`src/hdl/pgbd_pkg.sv`:
```
// Shared types and constants for the palette grid block decoder.
// No dependencies; used by pgbd_palette_mem and palette_grid_block_decoder.
package pgbd_pkg;

   localparam int GRID_BLOCKS = 64;
   localparam int PAL_DEPTH   = 16;
   localparam int PAL_ADDR_W  = 4;
   localparam int BLOCK_W     = 8;

   // Request opcodes.
   localparam logic OP_START = 1'b0;
   localparam logic OP_DATA  = 1'b1;

   // Result kinds.
   localparam logic KIND_FETCH = 1'b0;
   localparam logic KIND_BLOCK = 1'b1;

   // Low header byte that marks a grid filled with one block.
   localparam logic [7:0] FILL_CODE = 8'h07;

   // Grid storage formats.
   localparam logic [1:0] FMT_1BIT = 2'd0;
   localparam logic [1:0] FMT_2BIT = 2'd1;
   localparam logic [1:0] FMT_4BIT = 2'd2;
   localparam logic [1:0] FMT_RAW  = 2'd3;

   typedef enum logic [2:0] {
      ST_IDLE,
      ST_FETCH,
      ST_FILL,
      ST_RAW,
      ST_PACK
   } state_type;

   typedef struct packed {
      logic                  en;
      logic [PAL_ADDR_W-1:0] addr;
      logic [BLOCK_W-1:0]    data;
   } pal_wr_type;

   typedef struct packed {
      logic                  en;
      logic [PAL_ADDR_W-1:0] addr;
   } pal_rd_type;

   // Palette entries for a packed format.
   function automatic logic [6:0] palette_size(input logic [1:0] fmt);
      case (fmt)
         FMT_1BIT: return 7'd2;
         FMT_2BIT: return 7'd4;
         default:  return 7'd16;
      endcase
   endfunction

   // Data bytes a grid of the given format needs: palette plus packed indices, or one byte per block for raw.
   function automatic logic [6:0] grid_bytes(input logic [1:0] fmt);
      case (fmt)
         FMT_1BIT: return 7'd10;
         FMT_2BIT: return 7'd20;
         FMT_4BIT: return 7'd48;
         default:  return 7'(GRID_BLOCKS);
      endcase
   endfunction

   // Index of the last block that one packed byte carries.
   function automatic logic [2:0] last_slot(input logic [1:0] fmt);
      case (fmt)
         FMT_1BIT: return 3'd7;
         FMT_2BIT: return 3'd3;
         default:  return 3'd1;
      endcase
   endfunction

endpackage

```
`src/hdl/pgbd_palette_mem.sv`:
```
// Palette storage for the grid decoder: 16 x 8 bit synchronous memory.
// One write port, one read port with registered read data. Uses pgbd_pkg.
module pgbd_palette_mem (
   input  logic                              clock,
   input  pgbd_pkg::pal_wr_type              wr,
   input  pgbd_pkg::pal_rd_type              rd,
   output logic [pgbd_pkg::BLOCK_W-1:0]      rd_data
);

   logic [pgbd_pkg::BLOCK_W-1:0] mem [pgbd_pkg::PAL_DEPTH];
   logic [pgbd_pkg::BLOCK_W-1:0] rd_data_ff;

   always_ff @(posedge clock) begin
      if (wr.en) begin
         mem[wr.addr] <= wr.data;
      end
   end

   // Read data holds until the next read is issued.
   always_ff @(posedge clock) begin
      if (rd.en) begin
         rd_data_ff <= mem[rd.addr];
      end
   end

   assign rd_data = rd_data_ff;

endmodule

```
`src/hdl/palette_grid_block_decoder.sv`:
```
// Palette grid block decoder: turns grid headers and grid data words into
// fetch requests and positioned block words. Uses pgbd_pkg and pgbd_palette_mem.
// A header or raw word passes through the state register and then the output
// register; a packed data word passes through the state register, a palette read
// and the output register. Words are taken only in idle; fill and packed grids give
// one result per cycle while the output is not stalled. Reset: synchronous, active high.
module palette_grid_block_decoder (
   input  logic        clock,
   input  logic        reset,

   input  logic        req_valid,
   output logic        req_ready,
   input  logic        req_opcode,
   input  logic [7:0]  req_header_low,
   input  logic [7:0]  req_header_high,
   input  logic [8:0]  req_grid_number,
   input  logic        req_section,
   input  logic [7:0]  req_data_byte,

   output logic        rsp_valid,
   input  logic        rsp_ready,
   output logic        rsp_kind,
   output logic [14:0] rsp_fetch_offset,
   output logic [6:0]  rsp_fetch_count,
   output logic [7:0]  rsp_block_value,
   output logic [15:0] rsp_chunk_offset,
   output logic        rsp_last
);

   // Position of block n of the grid in the chunk block array. The block
   // index splits into i (bits 5..4), j (bits 3..2) and k (bits 1..0).
   function automatic logic [15:0] block_pos(input logic [15:0] base,
                                             input logic [5:0]  n);
      return base + {10'b0, n[5:4], 4'b0} + {14'b0, n[3:2]} + {6'b0, n[1:0], 8'b0};
   endfunction

   // Control state.
   pgbd_pkg::state_type state_ff, state_in;
   logic        grid_active_ff, grid_active_in;
   logic [1:0]  grid_format_ff, grid_format_in;
   logic [6:0]  bytes_seen_ff, bytes_seen_in;
   logic [6:0]  blocks_emitted_ff, blocks_emitted_in;
   logic [15:0] grid_base_ff, grid_base_in;
   logic [2:0]  rd_cnt_ff, rd_cnt_in;
   logic        rd_pend_ff, rd_pend_in;
   logic        rd_done_ff, rd_done_in;
   logic        pend_last_ff, pend_last_in;
   logic        rsp_valid_ff, rsp_valid_in;

   // Payload held for the result being generated.
   logic [7:0]  byte_ff, byte_in;
   logic [14:0] fetch_offset_ff, fetch_offset_in;
   logic [6:0]  fetch_count_ff, fetch_count_in;

   // Output register.
   logic        rsp_kind_ff, rsp_kind_in;
   logic [14:0] rsp_fetch_offset_ff, rsp_fetch_offset_in;
   logic [6:0]  rsp_fetch_count_ff, rsp_fetch_count_in;
   logic [7:0]  rsp_block_value_ff, rsp_block_value_in;
   logic [15:0] rsp_chunk_offset_ff, rsp_chunk_offset_in;
   logic        rsp_last_ff, rsp_last_in;

   pgbd_pkg::pal_wr_type pal_wr;
   pgbd_pkg::pal_rd_type pal_rd;
   logic [7:0]           pal_rd_data;

   logic       out_free;
   logic       consume;
   logic [6:0] seen_next;
   logic [3:0] pack_idx;

   // The palette is written only when a data word is taken in idle and read
   // only while a packed word is expanded, so a read never meets a write to
   // the same entry in one cycle.
   pgbd_palette_mem u_palette (
      .clock   (clock),
      .wr      (pal_wr),
      .rd      (pal_rd),
      .rd_data (pal_rd_data)
   );

   assign out_free  = !rsp_valid_ff || rsp_ready;
   assign req_ready = (state_ff == pgbd_pkg::ST_IDLE);
   assign seen_next = bytes_seen_ff + 7'd1;
   assign consume   = rd_pend_ff && out_free;

   // Palette index of the current slot in the packed word, LSB first.
   always_comb begin
      case (grid_format_ff)
         pgbd_pkg::FMT_1BIT: pack_idx = {3'b0, byte_ff[rd_cnt_ff]};
         pgbd_pkg::FMT_2BIT: pack_idx = {2'b0, byte_ff[{rd_cnt_ff[1:0], 1'b0} +: 2]};
         default:            pack_idx = byte_ff[{rd_cnt_ff[0], 2'b0} +: 4];
      endcase
   end

   always_comb begin
      state_in          = state_ff;
      grid_active_in    = grid_active_ff;
      grid_format_in    = grid_format_ff;
      bytes_seen_in     = bytes_seen_ff;
      blocks_emitted_in = blocks_emitted_ff;
      grid_base_in      = grid_base_ff;
      rd_cnt_in         = rd_cnt_ff;
      rd_pend_in        = rd_pend_ff;
      rd_done_in        = rd_done_ff;
      pend_last_in      = pend_last_ff;
      byte_in           = byte_ff;
      fetch_offset_in   = fetch_offset_ff;
      fetch_count_in    = fetch_count_ff;

      rsp_valid_in        = rsp_valid_ff && !rsp_ready;
      rsp_kind_in         = rsp_kind_ff;
      rsp_fetch_offset_in = rsp_fetch_offset_ff;
      rsp_fetch_count_in  = rsp_fetch_count_ff;
      rsp_block_value_in  = rsp_block_value_ff;
      rsp_chunk_offset_in = rsp_chunk_offset_ff;
      rsp_last_in         = rsp_last_ff;

      pal_wr.en   = 1'b0;
      pal_wr.addr = bytes_seen_ff[3:0];
      pal_wr.data = req_data_byte;
      pal_rd.en   = 1'b0;
      pal_rd.addr = pack_idx;

      case (state_ff)
         pgbd_pkg::ST_IDLE: begin
            if (req_valid) begin
               if (req_opcode == pgbd_pkg::OP_START) begin
                  // A new start abandons any grid still open.
                  grid_base_in = {req_section, 15'b0}
                               + {8'b0, req_grid_number[8:7], 6'b0}
                               + {12'b0, req_grid_number[6:5], 2'b0}
                               + {1'b0, req_grid_number[4:0], 10'b0};
                  bytes_seen_in     = 7'd0;
                  blocks_emitted_in = 7'd0;
                  if (req_header_low == pgbd_pkg::FILL_CODE) begin
                     byte_in        = req_header_high;
                     grid_active_in = 1'b0;
                     state_in       = pgbd_pkg::ST_FILL;
                  end else begin
                     grid_format_in  = req_header_low[1:0];
                     grid_active_in  = 1'b1;
                     fetch_offset_in = {8'b0, req_header_low[7:2], 1'b0}
                                     + {req_header_high, 7'b0};
                     fetch_count_in  = pgbd_pkg::grid_bytes(req_header_low[1:0]);
                     state_in        = pgbd_pkg::ST_FETCH;
                  end
               end else if (grid_active_ff) begin
                  // Data words with no open grid are dropped here.
                  byte_in       = req_data_byte;
                  bytes_seen_in = seen_next;
                  if (grid_format_ff == pgbd_pkg::FMT_RAW) begin
                     if (seen_next >= 7'(pgbd_pkg::GRID_BLOCKS)) begin
                        grid_active_in = 1'b0;
                     end
                     state_in = pgbd_pkg::ST_RAW;
                  end else if (bytes_seen_ff < pgbd_pkg::palette_size(grid_format_ff)) begin
                     pal_wr.en = 1'b1;
                  end else begin
                     if (seen_next >= pgbd_pkg::grid_bytes(grid_format_ff)) begin
                        grid_active_in = 1'b0;
                     end
                     rd_cnt_in  = 3'd0;
                     rd_pend_in = 1'b0;
                     rd_done_in = 1'b0;
                     state_in   = pgbd_pkg::ST_PACK;
                  end
               end
            end
         end

         pgbd_pkg::ST_FETCH: begin
            if (out_free) begin
               rsp_valid_in        = 1'b1;
               rsp_kind_in         = pgbd_pkg::KIND_FETCH;
               rsp_fetch_offset_in = fetch_offset_ff;
               rsp_fetch_count_in  = fetch_count_ff;
               rsp_block_value_in  = 8'd0;
               rsp_chunk_offset_in = 16'd0;
               rsp_last_in         = 1'b1;
               state_in            = pgbd_pkg::ST_IDLE;
            end
         end

         pgbd_pkg::ST_FILL: begin
            if (out_free) begin
               rsp_valid_in        = 1'b1;
               rsp_kind_in         = pgbd_pkg::KIND_BLOCK;
               rsp_fetch_offset_in = 15'd0;
               rsp_fetch_count_in  = 7'd0;
               rsp_block_value_in  = byte_ff;
               rsp_chunk_offset_in = block_pos(grid_base_ff, blocks_emitted_ff[5:0]);
               rsp_last_in         = (blocks_emitted_ff == 7'(pgbd_pkg::GRID_BLOCKS - 1));
               blocks_emitted_in   = blocks_emitted_ff + 7'd1;
               if (rsp_last_in) begin
                  state_in = pgbd_pkg::ST_IDLE;
               end
            end
         end

         pgbd_pkg::ST_RAW: begin
            if (out_free) begin
               rsp_valid_in        = 1'b1;
               rsp_kind_in         = pgbd_pkg::KIND_BLOCK;
               rsp_fetch_offset_in = 15'd0;
               rsp_fetch_count_in  = 7'd0;
               rsp_block_value_in  = byte_ff;
               rsp_chunk_offset_in = block_pos(grid_base_ff, blocks_emitted_ff[5:0]);
               rsp_last_in         = 1'b1;
               blocks_emitted_in   = blocks_emitted_ff + 7'd1;
               state_in            = pgbd_pkg::ST_IDLE;
            end
         end

         pgbd_pkg::ST_PACK: begin
            // Palette reads run one slot ahead of the output register; the
            // registered read data holds while the output is stalled.
            if (consume) begin
               rsp_valid_in        = 1'b1;
               rsp_kind_in         = pgbd_pkg::KIND_BLOCK;
               rsp_fetch_offset_in = 15'd0;
               rsp_fetch_count_in  = 7'd0;
               rsp_block_value_in  = pal_rd_data;
               rsp_chunk_offset_in = block_pos(grid_base_ff, blocks_emitted_ff[5:0]);
               rsp_last_in         = pend_last_ff;
               blocks_emitted_in   = blocks_emitted_ff + 7'd1;
               rd_pend_in          = 1'b0;
               if (pend_last_ff) begin
                  state_in = pgbd_pkg::ST_IDLE;
               end
            end
            if (!rd_done_ff && (!rd_pend_ff || consume)) begin
               pal_rd.en    = 1'b1;
               rd_pend_in   = 1'b1;
               pend_last_in = (rd_cnt_ff == pgbd_pkg::last_slot(grid_format_ff));
               rd_done_in   = pend_last_in;
               rd_cnt_in    = rd_cnt_ff + 3'd1;
            end
         end

         default: begin
            state_in = pgbd_pkg::ST_IDLE;
         end
      endcase
   end

   always_ff @(posedge clock) begin
      if (reset) begin
         state_ff          <= pgbd_pkg::ST_IDLE;
         grid_active_ff    <= 1'b0;
         grid_format_ff    <= 2'd0;
         bytes_seen_ff     <= 7'd0;
         blocks_emitted_ff <= 7'd0;
         grid_base_ff      <= 16'd0;
         rd_cnt_ff         <= 3'd0;
         rd_pend_ff        <= 1'b0;
         rd_done_ff        <= 1'b0;
         pend_last_ff      <= 1'b0;
         rsp_valid_ff      <= 1'b0;
      end else begin
         state_ff          <= state_in;
         grid_active_ff    <= grid_active_in;
         grid_format_ff    <= grid_format_in;
         bytes_seen_ff     <= bytes_seen_in;
         blocks_emitted_ff <= blocks_emitted_in;
         grid_base_ff      <= grid_base_in;
         rd_cnt_ff         <= rd_cnt_in;
         rd_pend_ff        <= rd_pend_in;
         rd_done_ff        <= rd_done_in;
         pend_last_ff      <= pend_last_in;
         rsp_valid_ff      <= rsp_valid_in;
      end
   end

   always_ff @(posedge clock) begin
      byte_ff             <= byte_in;
      fetch_offset_ff     <= fetch_offset_in;
      fetch_count_ff      <= fetch_count_in;
      rsp_kind_ff         <= rsp_kind_in;
      rsp_fetch_offset_ff <= rsp_fetch_offset_in;
      rsp_fetch_count_ff  <= rsp_fetch_count_in;
      rsp_block_value_ff  <= rsp_block_value_in;
      rsp_chunk_offset_ff <= rsp_chunk_offset_in;
      rsp_last_ff         <= rsp_last_in;
   end

   assign rsp_valid        = rsp_valid_ff;
   assign rsp_kind         = rsp_kind_ff;
   assign rsp_fetch_offset = rsp_fetch_offset_ff;
   assign rsp_fetch_count  = rsp_fetch_count_ff;
   assign rsp_block_value  = rsp_block_value_ff;
   assign rsp_chunk_offset = rsp_chunk_offset_ff;
   assign rsp_last         = rsp_last_ff;

endmodule
```
`config.mk`:
```
export PLATFORM = sky130hd
export DESIGN_NAME = palette_grid_block_decoder
export DESIGN_NICKNAME = d
export VERILOG_FILES = /design/src/hdl/pgbd_pkg.sv /design/src/hdl/pgbd_palette_mem.sv /design/src/hdl/palette_grid_block_decoder.sv
export SDC_FILE = /design/constraint.sdc
export NUM_CORES = 1
export LEC_CHECK = 0
export BUFFER_PORTS_ARGS = -buffer_cell sky130_fd_sc_hd__buf_2
export CAP_MARGIN = 10
export CORE_UTILIZATION = 29
export DETAILED_ROUTE_END_ITERATION = 8
export GPL_TIMING_DRIVEN = 1
export PLACE_DENSITY_LB_ADDON = 0.25
export SLEW_MARGIN = 5
export SYNTH_ARGS = -nofsm -noshare
export SYNTH_HDL_FRONTEND = slang
export SYNTH_SLANG_ARGS = --single-unit
```
`constraint.sdc`:
```
create_clock -name clock -period 3.4 [get_ports clock]
set_clock_uncertainty 0.05 [all_clocks]
set_input_delay 0.51 -clock clock [delete_from_list [all_inputs] [get_ports clock]]
set_output_delay 0.51 -clock clock [all_outputs]
set_load 0.02 [all_outputs]
```
# Yosys cells after proc, flatten, opt, wreduce, memory -nomap -nowiden
# Memories as Yosys holds them, arrays and structs flattened. A register that Yosys moved wholly into a read port is not among the register bits.
# Cells that the tools add are included.
# word_totals
register_bits	121
ram_bits	128
out_inout_bits	50
elab_cells	203
memories	1
# mem_list
memory	words	width	rd	rd_ports_with_merged_regs	wr	line	rtl
u_palette.mem	16	8	1	1	1	pgbd_palette_mem.sv:10	logic [pgbd_pkg::BLOCK_W-1:0] mem [pgbd_pkg::PAL_DEPTH];
# op_classes
n_addsub	10
order_cmp	4
n_eq_ne	30
shift	2
muxes	102
bitwise_logic	2
reduce_logical	32
# ops
cell	n
two-way mux 7 bit	20
case mux 7 bit (3 select lines)	4
two-way mux 3 bit	18
two-way mux 16 bit	3
two-way mux 8 bit	6
case mux 16 bit (3 select lines)	1
two-way mux 15 bit	3
case mux 15 bit (3 select lines)	1
two-way mux 1 bit	33
case mux 8 bit (3 select lines)	1
inequality test 2 bit (second input constant)	10
adder 16 x 10 -> 16 bit	1
adder 16 x 15 -> 16 bit	1
adder 16 x 2 -> 16 bit	1
adder 16 x 4 -> 16 bit	1
adder 16 x 6 -> 16 bit	1
adder 16 x 8 -> 16 bit	1
AND reduction 4 bit	4
adder 7 x 15 -> 15 bit	1
adder 7 x 1 -> 7 bit (second input constant)	2
AND reduction 7 bit	2
case mux 3 bit (2 select lines)	2
case mux 3 bit (4 select lines)	1
inequality test 2 x 1 -> 1 bit (second input constant)	5
38 further kinds	59

# Logic depth before layout (Yosys ltp)
# Gate-level depths: netlist of run 1.
# depth
depth_word	20
depth_mapped	11

# By module
# Synthesis of run 1 repeated with hierarchy kept, for this count alone.
# hier_totals
hier_cells	660
hier_area_um2	10376.2
# modules_own_cells
module	instances	cells_per_inst	area_per_inst_um2	seq_area_each_um2
pgbd_palette_mem	1	229	5227.5	4083.9
palette_grid_block_decoder	1	431	5148.7	2902.8

# Worst setup path before layout of run 1
# OpenSTA, ideal clock, no wires.
# synth_path
kind	reg2reg
from	register grid_format_ff[0]
to	memory u_palette.mem[0][0] (netlist bit), enable pin
arrival_time_ns	2.813
required_ns	2.955
setup_slack_ns	0.142
stages_incl_launch_ff	10
path_buffers	0
synth_period_minus_slack_ns	3.258
cell_sequence	dfxtp_1 > inv_1 > ha_1 > nor2_1 > inv_1 > ha_1 > or4_1 > a21oi_1 > nand2_1 > nor4_1
# synth_via
elab_chain_len	16
word_cells_on_any_way	18
cone_classes	order compare: 1; eq/ne: 2; mux: 14; reduce/logical: 1
# synth_lines
item	line	rtl
start: declaration	palette_grid_block_decoder.sv:40	logic [1:0] grid_format_ff, grid_format_in;
start signal: assignment	palette_grid_block_decoder.sv:263	grid_format_ff <= grid_format_in;
equality test 2 x 1 -> 1 bit / logical NOT 2 bit (equally long branches)	pgbd_pkg.sv:48	case (fmt)
case mux 5 bit (2 select lines)	pgbd_pkg.sv:48	
two-way mux 7 bit	palette_grid_block_decoder.sv:152	if (grid_format_ff == pgbd_pkg::FMT_RAW) begin
two-way mux 7 bit	palette_grid_block_decoder.sv:148	end else if (grid_active_ff) begin
two-way mux 7 bit	palette_grid_block_decoder.sv:128	if (req_opcode == pgbd_pkg::OP_START) begin
two-way mux 7 bit	palette_grid_block_decoder.sv:127	if (req_valid) begin
two-way mux 7 bit	palette_grid_block_decoder.sv:125	case (state_ff)
< comparator 7 bit	palette_grid_block_decoder.sv:157	end else if (bytes_seen_ff < pgbd_pkg::palette_size(grid_format_ff)) begin
two-way mux 1 bit	palette_grid_block_decoder.sv:157	
two-way mux 1 bit *	palette_grid_block_decoder.sv:152	
two-way mux 1 bit *	palette_grid_block_decoder.sv:148	
two-way mux 1 bit *	palette_grid_block_decoder.sv:128	
two-way mux 1 bit *	palette_grid_block_decoder.sv:127	
two-way mux 1 bit *	palette_grid_block_decoder.sv:125	
two-way mux 1 bit *	pgbd_palette_mem.sv:14	if (wr.en) begin
two-way mux 1 bit (implied by the code) *	pgbd_palette_mem.sv:15	mem[wr.addr] <= wr.data;
end: declaration	pgbd_palette_mem.sv:10	
# Every way passes the cells marked *; elsewhere a longest branch is shown, timed or not. The select of a mux whose other input is x is not followed.

# Worst setup path after layout of run 1
# layout_path
from	register grid_format_ff[0]
to	memory u_palette.mem[8][0] (netlist bit), enable pin
# The elaborated chain is that of the path after synthesis.

==> metrics.md, run 1 <==
| Metric | Value |
|---|---|
| Synth Register Bits | `245` |
| Layout cells sized above 1 | `24.2%` |
| # hold bufs at CTS | `0` |
| WS Path Type | `reg2reg` |
| Post-synth cell types | `about 60` |
| Placement Rows | `70` |
| Drt drc | `0` |
| Most common cell after layout, fill and taps aside | `edfxtp_1` |
| Post-synth ARST share | `0%` |
| CP max FO | `8` |
| Largest net degree at the start of global routing | `41` |
| Final setup fails | `0` |
| Max transition margin | `42.8%` |
| Most frequent cells in the layout | `edfxtp_1, buf_2, inv_1` |
| ANT cells | `0` |
| Top post-synthesis cells by area | `edfxtp_1, dfxtp_1, mux2_2` |
| Total CTS buffers | `27` |
| Max H-tree Level | `1` |
| Run status | `finished clean` |
| GRT Util Overall | `14.0%` |
| Drt first pass iters | `7` |
| Sequential cell area | `0.00699 mm2` |
| Multi-input logic area | `0.00341 mm2` |
| F_max | `326 MHz` |
| CTS root buffer | `clkbuf_16` |
| Final HPWL DP | `17.9 mm` |
| RD Place Congestion | `0.789` |
| Average size of a mapped cell | `about 13 um2` |
| DP Worst Slack | `0.321 ns` |
| WP data arrival | `between 3 and 4 ns` |
| Ys Warns | `0` |
| Crit path capture type | `flip-flop` |
| Max cap viols | `0` |
| CTS max path bufs | `3` |
| Clk slew on worst S/H paths | `approximately 0.060 ns` |
| Number of global-route vias before repair | `6616` |
| Clk Latency, worst-skew pair | `0.54 ns` |
| First-pass GRT wire length | `40.6 mm` |
| Nets | `969` |
| WL final | `26.6 mm` |
| Synth area leader | `edfxtp_1` |
| CTS tree | `done` |
| Startpoint types | `flip-flop` |
| Min-Delay Path Class | `in2reg` |
| Number of synthesized flops with an enable pin | `208` |
| Synth Flop Type | `edfxtp_1` |
| Clk sinks | `245` |
| Initial antenna violation count | `0` |
| Final period util | `about 90%` |
| Synthesized area | `0.0108 mm2` |
| Power Dens Cells | `539 mW/mm2` |
| Pins over their slew limit | `0` |
| RSZ-0062 raised after global routing | `no` |
| Worst Tran Pin Value | `0.857 ns` |
| Tmin final | `approximately 3.1 ns` |
| Initial DRC count | `576` |
| Layout filler cell count | `around 3500` |
| Final setup TNS | `0 ns` |
| Hold WS | `0.118 ns` |
| Leak pwr | `4.64 nW` |
| Wire length per cell | `19.1 um` |
| Gr ovfl total | `0` |
| Final ANT Viol Nets | `0` |
| Total design power | `0.00693 W` |
| Initial cell density of the core | `between 20 and 30%` |
| Yosys top cell area share | `between 50% and 60%` |
| Top Ports | `89` |
| Post-CTS resize count | `0` |
| Post-synthesis sequential area ratio | `64.4%` |
| Post-CTS Setup Bufs | `0` |
| Maximum vdd drop | `between 0.3 and 0.4 mV` |
| Layout Area Growth over Synthesis | `18.6%` |
| Required time worst endpoint | `3.54 ns` |
| Die area | `0.0382 mm2` |
| Final Hold Vio Count | `0` |
| Via count | `roughly 6800` |
| Via-per-instance ratio | `about 4.8` |
| Core area | `~0.037 mm2` |
| Worst setup margin | `0.337 ns` |
| Die height | `195 um` |
| Post-synthesis instance total | `804` |
| Die Span X | `195 um` |
| Port bufs | `86` |
-- layer usage --
| layer | wire length (um) | track usage (%) |
|---|---|---|
| met1 | 12500 | 19.5 |
| met2 | 12200 | 22.2 |
| met3 | 1290 | 2.23 |
| met4 | 672 | 4.29 |
| met5 | 0 | 0 |
-- synth_stat cells (5+ instances only) --
master     count
o211a_1       18
a21oi_1       37
xnor2_1        6
nor2b_1       23
nand3_1        8
o21ai_1        8
xor2_1         7
buf_4          7
nor2_1        40
edfxtp_1     208
inv_1         54
nand4bb_1      8
clkbuf_1      32
a32o_1         8
mux2i_1        5
o211ai_1      51
buf_2          6
o21ai_0        5
dfxtp_1       37
and2_1        26
nor4_1         5
ha_1          23
o2111ai_1     32
nand2_1       40
nand2b_1       8
mux2_4         7
mux2_2        35
-- logic make-up (layout without fill, tap and decap cells) --
group	count (synthesis)	after routing	share of synthesized area, %
buffers and inverters	105	228	4.24
muxes	51	51	5.79
other	1	2	0.0346
and+or+nand+nor	187	187	9.49
xor gates and xnor gates	13	13	1.05
adders and majority gates	24	24	2.75
AOI/OAI and AO/OA	178	178	12.2
DFF	245	245	64.4
-- power by group --
part / switching (W) / internal (W) / leakage [nW]
clock network: 0.00119 / 0.00186 / 0.453
registers: 0.0000262 / 0.00333 / 2.18
logic: 0.000341 / 0.000187 / 2.01
total: 0.00156 / 0.00537 / 4.64
-- stage by stage --
step           std cells  cell area [um2]  utilization (%)
2_1_floorplan        805            10800                -
3_3_place_gp        1346            11900             32.5
3_5_place_dp        1346            11900             32.5
4_1_cts             1396            12900             35.1
5_1_grt             1396            12900             35.1
6_report            1396            12900             35.1
-- worst max-delay path, stage by stage (launching register included) --
cell     delay [ns]
dfxtp_1        0.39
inv_1          0.11
ha_1           0.27
nor2_1         0.15
inv_1          0.06
ha_1           0.18
or4_1          0.39
a21oi_1        0.20
nand2_1        0.15
nor3b_1        0.20
buf_4          0.16
and2_1         0.39
-- sequential cells by signal, indices dropped and copies added, names as in the netlist --
register           count
rd_cnt_ff              3
u_palette.rd_data      8
rsp_chunk_offset      16
rsp_last               1
rsp_block_value        8
grid_base_ff          10
rd_done_ff             1
rsp_valid              1
rsp_fetch_offset      14
grid_active_ff         1
rd_pend_ff             1
state_ff               3
fetch_count_ff         5
u_palette.mem        128
bytes_seen_ff          7
byte_ff                8
rsp_kind               1
blocks_emitted_ff      7
pend_last_ff           1
grid_format_ff         2
fetch_offset_ff       14
rsp_fetch_count        5
-- worst paths after layout --
path / cells past startpoint / startpoint / to / slack (ns)
worst min register to register: 2 / grid_base_ff[13] / grid_base_ff[13] / 0.40
worst max register to register: 11 / grid_format_ff[0] / u_palette.mem[8][0] / 0.34
worst min-delay path: 1 / req_header_low[6] / fetch_offset_ff[5] / 0.12
worst max-delay path: 11 / grid_format_ff[0] / u_palette.mem[8][0] / 0.34
-- cell type report --
class	instances	share of cell area (%)
Multi-Input combinational cell	455	26.5
Timing Repair Buffer	123	5.70
Sequential cell	245	54.3
Clock buffer	36	5.83
Inverter	55	1.60
Clock inverter	14	1.47
Tap cell	468	4.55
Note: power is estimated with default switching activity, not from simulation.
==> run 2: changes to the inputs <==
==> constraint.sdc (replaced) <==
create_clock -name clock -period 2.9 [get_ports clock]
set_clock_uncertainty 0.05 [all_clocks]
set_input_delay 0.435 -clock clock [delete_from_list [all_inputs] [get_ports clock]]
set_output_delay 0.435 -clock clock [all_outputs]
set_load 0.02 [all_outputs]
==> metrics.md, run 2 (synthesized netlist as in run 1, its figures left out) <==
| Metric | Value |
|---|---|
| Largest net degree at the start of global routing | `55 (+34%)` |
| RSZ-0062 raised after global routing | `no` |
| Tmin final | `2.71 ns (-0.349 ns)` |
| Worst r2r dst | `u_palette.mem[4][3]` |
| Layout Area Growth over Synthesis | `19.9%` |
| Die height | `195 um (unchanged)` |
| CP max FO | `8 (unchanged)` |
| GR Util met1 | `19.3% (-0.11 points)` |
| Required time worst endpoint | `3.12 ns (-0.42 ns)` |
| WP data arrival | `2.93 ns (-0.27 ns)` |
| Initial cell density of the core | `29.5% (unchanged)` |
| CP Cell Sequence | `inv_2 -> ha_1 -> inv_1 -> ha_1 -> a211o_1 -> a2111o_1 -> nor3_2 -> buf_4 -> nand3b_1 -> nor2_1 -> buf_4` |
| Placed cell count | `1366 (+1.5%)` |
| Most flops, register | `u_palette.mem` |
| Wire length per cell | `19.1 um (+0.10%)` |
| WS Path Type | `reg2reg` |
| Maximum vdd drop | `0.454 mV (+41%)` |
| Die area | `0.0382 mm2 (unchanged)` |
| Hold WS | `0.0327 ns (-0.0856 ns)` |
| Max H-tree Level | `1 (unchanged)` |
| Clk sinks | `245 (unchanged)` |
| Placement Rows | `70 (unchanged)` |
| Final Util | `35.4% (+0.38 points)` |
| Min-Delay Path Class | `in2reg` |
| Drt first pass iters | `4 (-3)` |
| F_max | `368 MHz (+13%)` |
| Depth of the most critical reg-to-reg path | `11 (unchanged)` |
| CTS root buffer | `clkbuf_16` |
| Power Dens Cells | `602 mW/mm2 (+12%)` |
| RD Place Congestion | `0.789 (about the same)` |
| Max transition margin | `53.0% (+10 points)` |
| Crit path capture type | `flip-flop` |
| Reg2reg setup slack | `0.19 ns (-0.15 ns)` |
| Die Span X | `195 um (unchanged)` |
| Hold Path End | `fetch_offset_ff[11]` |
| Initial antenna violation count | `0 (unchanged)` |
| Startpoint types | `flip-flop` |
| Met2 Usage GRT | `22.7% (+0.50 points)` |
| Clk Latency, worst-skew pair | `0.56 ns (+0.02 ns)` |
| Largest register FFs | `128 (unchanged)` |
| ANT cells | `0 (unchanged)` |
| Hold Startpoint | `req_header_high[4]` |
| Slowest stage delay, CP | `0.40 ns (about the same)` |
| Run status | `finished clean` |
| Final ANT Viol Nets | `0 (unchanged)` |
| WL final | `27.1 mm (+1.6%)` |
| Via count | `6829 (+0.89%)` |
| Max cap viols | `0 (unchanged)` |
| # hold bufs at CTS | `0 (unchanged)` |
| Final std cells w/o fill | `1417 (+1.5%)` |
| First-pass GRT wire length | `40.7 mm (+0.29%)` |
| Final setup TNS | `0 ns (unchanged)` |
| Met3 global-route usage | `2.30% (+0.069 points)` |
| Initial DRC count | `408 (-29%)` |
| Worst Tran Pin Value | `0.702 ns (-0.155 ns)` |
| Port bufs | `86 (unchanged)` |
| Number of global-route vias before repair | `6675 (+0.89%)` |
| Reg-to-Reg Start | `grid_format_ff[1]` |
| Core area | `0.0367 mm2 (unchanged)` |
| Total CTS buffers | `27 (unchanged)` |
| Gr ovfl total | `0 (unchanged)` |
| Pins over their slew limit | `0 (unchanged)` |
| CP max-delay cell | `a2111o_1` |
| Via-per-instance ratio | `4.82 (-0.61%)` |
| Leak pwr | `4.72 nW (+1.6%)` |
| Clk slew on worst S/H paths | `0.06 ns (about the same)` |
| CTS max path bufs | `3 (unchanged)` |
| WHS Path Cells | `1 (unchanged)` |
| Final period util | `93.6% (+3.5 points)` |
| Layout cells sized above 1 | `25.8% (+1.6 points)` |
| Most common cell after layout, fill and taps aside | `edfxtp_1` |
| Nets | `990 (+2.2%)` |
| Final setup fails | `0 (unchanged)` |
| Final Hold Vio Count | `0 (unchanged)` |
| Layout filler cell count | `3553 (+0.48%)` |
| Top Ports | `89 (unchanged)` |
| CTS tree | `done` |
| Final HPWL DP | `18.6 mm (+4.1%)` |
| Most frequent cells in the layout | `edfxtp_1, buf_2, inv_1` |
| GRT Util Overall | `14.1% (+0.17 points)` |
| Grt peak-use layer | `met2` |
| Drt drc | `0 (unchanged)` |
-- run 2: changes by cell type in the layout (fill, tap and decap cells not counted), moves of 2 or more --
cell and delta:
clkinv_2 -3, ha_1 -2, clkinvlp_4 -3, nor4_1 -4, buf_12 +4, buf_4 +17, bufinv_16 -4, nor4_2 +4
ha_2 +2, clkbuf_1 +10
-- run 2: cell type report --
class | instances | area [um2] | share of cell area (%)
clock buffer | 47 | 801 | 6.16
clock inverter | 3 | 33.8 | 0.260
inverter | 55 | 206 | 1.59
multi-input combinational | 455 | 3450 | 26.5
sequential | 245 | 6990 | 53.7
tap | 468 | 586 | 4.50
timing repair buffer | 144 | 941 | 7.24
-- run 2: repair_timing --
item,4_1_cts,5_1_grt
setup buffers,0,1
endpoints found under the hold margin,0,0
gates resized for setup,0,4
setup endpoints to repair,0,76
-- run 2: metrics by stage --
stage	area [um2]	total power, W	worst slack (ns)
6_report	13000	0.00782	0.186
5_1_grt	13000	0.00812	0.00162
3_5_place_dp	12200	0.00467	0.0662
4_1_cts	13000	0.00791	0.0444
3_3_place_gp	12200	0.00466	0.0899
2_1_floorplan	10900	0.00440	0.0270
-- run 2: worst max-delay path, delay by kind of cell, from the launching register on --
kind / cells / cell delay, ns
AOI/OAI and AO/OA: 2 / 0.68
adders and majority gates: 2 / 0.39
buffers and inverters: 4 / 0.47
DFF: 1 / 0.34
and+or+nand+nor: 3 / 0.50
-- run 2: worst max-delay path by stage --
stage,from,cells after the start,endpoint
floorplan,grid_format_ff[0],10,u_palette.mem[11][0]
detailed placement,grid_format_ff[1],11,u_palette.mem[4][3]
CTS,grid_format_ff[1],11,u_palette.mem[4][3]
global placement,grid_format_ff[1],11,u_palette.mem[4][3]
finish,grid_format_ff[1],11,u_palette.mem[4][3]
global route,grid_format_ff[1],11,u_palette.mem[4][2]
-- run 2: where the power goes --
part | total [W] | leakage [nW] | switching, W | internal, W
Clock | 0.00324 | 0.404 | 0.00137 | 0.00187
Sequential | 0.00393 | 2.18 | 0.0000295 | 0.00390
Combinational | 0.000655 | 2.14 | 0.000414 | 0.000242
Total | 0.00782 | 4.72 | 0.00181 | 0.00601
-- run 2: routing by layer --
layer	vias up	wire, um
met5	-	0
met4	0	697
met3	48	1400
met2	181	12700
met1	3304	12300
li1	3296	-
==> run 3: changes to the inputs <==
--- a/config.mk
+++ b/config.mk
@@ -7,11 +7,11 @@
 export LEC_CHECK = 0
 export BUFFER_PORTS_ARGS = -buffer_cell sky130_fd_sc_hd__buf_2
 export CAP_MARGIN = 10
-export CORE_UTILIZATION = 29
+export CORE_UTILIZATION = 50
 export DETAILED_ROUTE_END_ITERATION = 8
 export GPL_TIMING_DRIVEN = 1
 export PLACE_DENSITY_LB_ADDON = 0.25
-export SLEW_MARGIN = 5
+export SLEW_MARGIN = 25
 export SYNTH_ARGS = -nofsm -noshare
 export SYNTH_HDL_FRONTEND = slang
 export SYNTH_SLANG_ARGS = --single-unit
==> metrics.md, run 3 (synthesized netlist as in run 1, its figures left out) <==
| Metric | Value |
|---|---|
| Run status | `finished clean` |
| Die height | `149 um (-24%)` |
| Final period util | `94.9% (+1.3 points)` |
| Final Hold Vio Count | `0 (unchanged)` |
| Layout filler cell count | `1634 (-54%)` |
| Delay-heaviest family, CP | `compound AO/OA/AOI/OAI gates` |
| Max cap viols | `0 (unchanged)` |
| Placement Rows | `53 (-24%)` |
| ANT cells | `0 (unchanged)` |
| CP max-delay cell | `a2111o_1` |
| Most frequent cells in the layout | `edfxtp_1, buf_2, inv_1` |
| Slowest stage delay, CP | `0.42 ns (+0.02 ns)` |
| Final Util | `60.3% (+25 points)` |
| Crit path depth | `10 (-1)` |
| Initial DRC count | `419 (+2.7%)` |
| Depth of the most critical reg-to-reg path | `10 (-1)` |
| Nets | `982 (-0.81%)` |
| Worst setup margin | `0.148 ns (-0.0382 ns)` |
| Final std cells w/o fill | `1215 (-14%)` |
| WP data arrival | `2.93 ns (about the same)` |
| CP max FO | `8 (unchanged)` |
| Worst r2r dst | `u_palette.mem[4][3]` |
| DP Area | `0.0118 mm2 (-2.8%)` |
| Hold WS | `0.0394 ns (+0.00666 ns)` |
| Maximum vdd drop | `0.583 mV (+29%)` |
| Via count | `6981 (+2.2%)` |
| Power Dens Cells | `631 mW/mm2 (+4.9%)` |
| Top Ports | `89 (unchanged)` |
| Most flops, register | `u_palette.mem` |
| Startpoint types | `flip-flop` |
| Worst Tran Pin Value | `0.711 ns (+0.00935 ns)` |
| Worst Setup SP | `grid_format_ff[1]` |
| First-pass GRT wire length | `37.1 mm (-8.9%)` |
| Initial cell density of the core | `51.3% (+22 points)` |
| Pins over their slew limit | `0 (unchanged)` |
| Clk sinks | `245 (unchanged)` |
| Clk Latency, worst-skew pair | `0.54 ns (-0.02 ns)` |
| Wire length per cell | `20.1 um (+5.1%)` |
| Reg2reg setup slack | `0.15 ns (-0.04 ns)` |
| CP Cell Sequence | `inv_4 -> ha_1 -> inv_2 -> ha_1 -> a211o_1 -> a2111o_1 -> nor3_4 -> nand3b_1 -> nor2_1 -> buf_4` |
| Core area | `0.0212 mm2 (-42%)` |
| Fin area | `0.0128 mm2 (-1.9%)` |
| Multi-input logic area | `0.00347 mm2 (+0.62%)` |
| GRT Util Overall | `22.0% (+7.9 points)` |
| WS Path Type | `reg2reg` |
| Clk slew on worst S/H paths | `0.06 ns (about the same)` |
| Final setup fails | `0 (unchanged)` |
| Required time worst endpoint | `3.08 ns (-0.04 ns)` |
| Most common cell after layout, fill and taps aside | `edfxtp_1` |
| Min-Delay Path Class | `in2reg` |
| Hold Startpoint | `req_header_low[4]` |
| CTS max path bufs | `3 (unchanged)` |
| RD Place Congestion | `0.804 (+2.0%)` |
| Reg-to-Reg Start | `grid_format_ff[1]` |
| CTS root buffer | `clkbuf_16` |
| Leak pwr | `4.71 nW (about the same)` |
| DP Worst Slack | `-0.00529 ns (-0.0715 ns)` |
| Largest net degree at the start of global routing | `45 (-18%)` |
| Layout cells sized above 1 | `26.8% (+0.99 points)` |
| Via-per-instance ratio | `5.75 (+19%)` |
| Final HPWL DP | `16.2 mm (-13%)` |
| Max transition margin | `52.5% (-0.55 points)` |
| CTS tree | `done` |
| Max H-tree Level | `1 (unchanged)` |
| Number of global-route vias before repair | `6676 (+0.015%)` |
| Die Span X | `149 um (-24%)` |
| F_max | `363 MHz (-1.4%)` |
| Die area | `0.0223 mm2 (-42%)` |
| Sequential cell area | `0.00699 mm2 (about the same)` |
| Port bufs | `86 (unchanged)` |
| Tmin final | `2.75 ns (+0.0382 ns)` |
| Gr ovfl total | `0 (unchanged)` |
| Crit-path most repeated cell | `ha_1` |
| Crit path capture type | `flip-flop` |
| Layout Area Growth over Synthesis | `17.7%` |
| WL final | `24.4 mm (-9.9%)` |
| Drt drc | `0 (unchanged)` |
| Total CTS buffers | `26 (-3.7%)` |
| Initial antenna violation count | `0 (unchanged)` |
| Drt first pass iters | `5 (+1)` |
| WP buf/inv | `3 (-1)` |
| Largest register FFs | `128 (unchanged)` |
| Final ANT Viol Nets | `0 (unchanged)` |
| CP Capture Point | `u_palette.mem[4][3]` |
| Placed cell count | `1167 (-15%)` |
==> run 3: worst register-to-register path, stage by stage, from the launching register on <==
cell	delay, ns
dfxtp_2	0.37
inv_4	0.06
ha_1	0.18
inv_2	0.06
ha_1	0.22
a211o_1	0.27
a2111o_1	0.42
nor3_4	0.26
nand3b_1	0.21
nor2_1	0.16
buf_4	0.18
==> run 3: metrics by stage <==
stage                     setup TNS (ns)  power [W]
final                                  0    0.00806
after global routing             -0.0639    0.00829
after CTS                              0    0.00810
after detailed placement         -0.0411    0.00465
after global placement                 0    0.00464
after floorplan                        0    0.00440
==> run 3: cell type report <==
type	instances	share of cell area (%)
clock buffer	34	5.65
multi-input combinational	455	27.2
inverter	55	1.64
tap	275	2.70
timing repair buffer	137	6.57
clock inverter	14	1.50
sequential	245	54.8
==> run 3: repair_timing <==
| action | 4_1_cts | 5_1_grt |
|---|---|---|
| hold buffers | 0 | 0 |
| resized for setup | 4 | 13 |
| setup endpoints to repair | 32 | 83 |
| gates cloned | 0 | 0 |
| buffers inserted | 0 | 0 |
| pin swaps | 0 | 4 |
| hold endpoints to repair | 0 | 0 |
==> run 3: power breakdown <==
group | switching, W | internal, W
combinational | 0.000415 | 0.000242
clock | 0.00136 | 0.00212
sequential | 0.0000271 | 0.00390
total | 0.00180 | 0.00626
==> run 3: worst min path at each step <==
stage / cells past startpoint / slack [ns] / to
2_1_floorplan: 2 / 0.38 / grid_base_ff[10]
3_3_place_gp: 2 / 0.39 / grid_base_ff[12]
3_5_place_dp: 2 / 0.39 / grid_base_ff[12]
4_1_cts: 1 / 0.02 / fetch_offset_ff[3]
5_1_grt: 1 / 0.02 / fetch_offset_ff[3]
6_report: 1 / 0.04 / fetch_offset_ff[3]
==> run 3: metal layers <==
metal / wire length, um / track usage (%)
met1: 10500 / 29.5
met2: 11700 / 36.6
met3: 1420 / 3.03
met4: 730 / 8.21
met5: 0 / 0
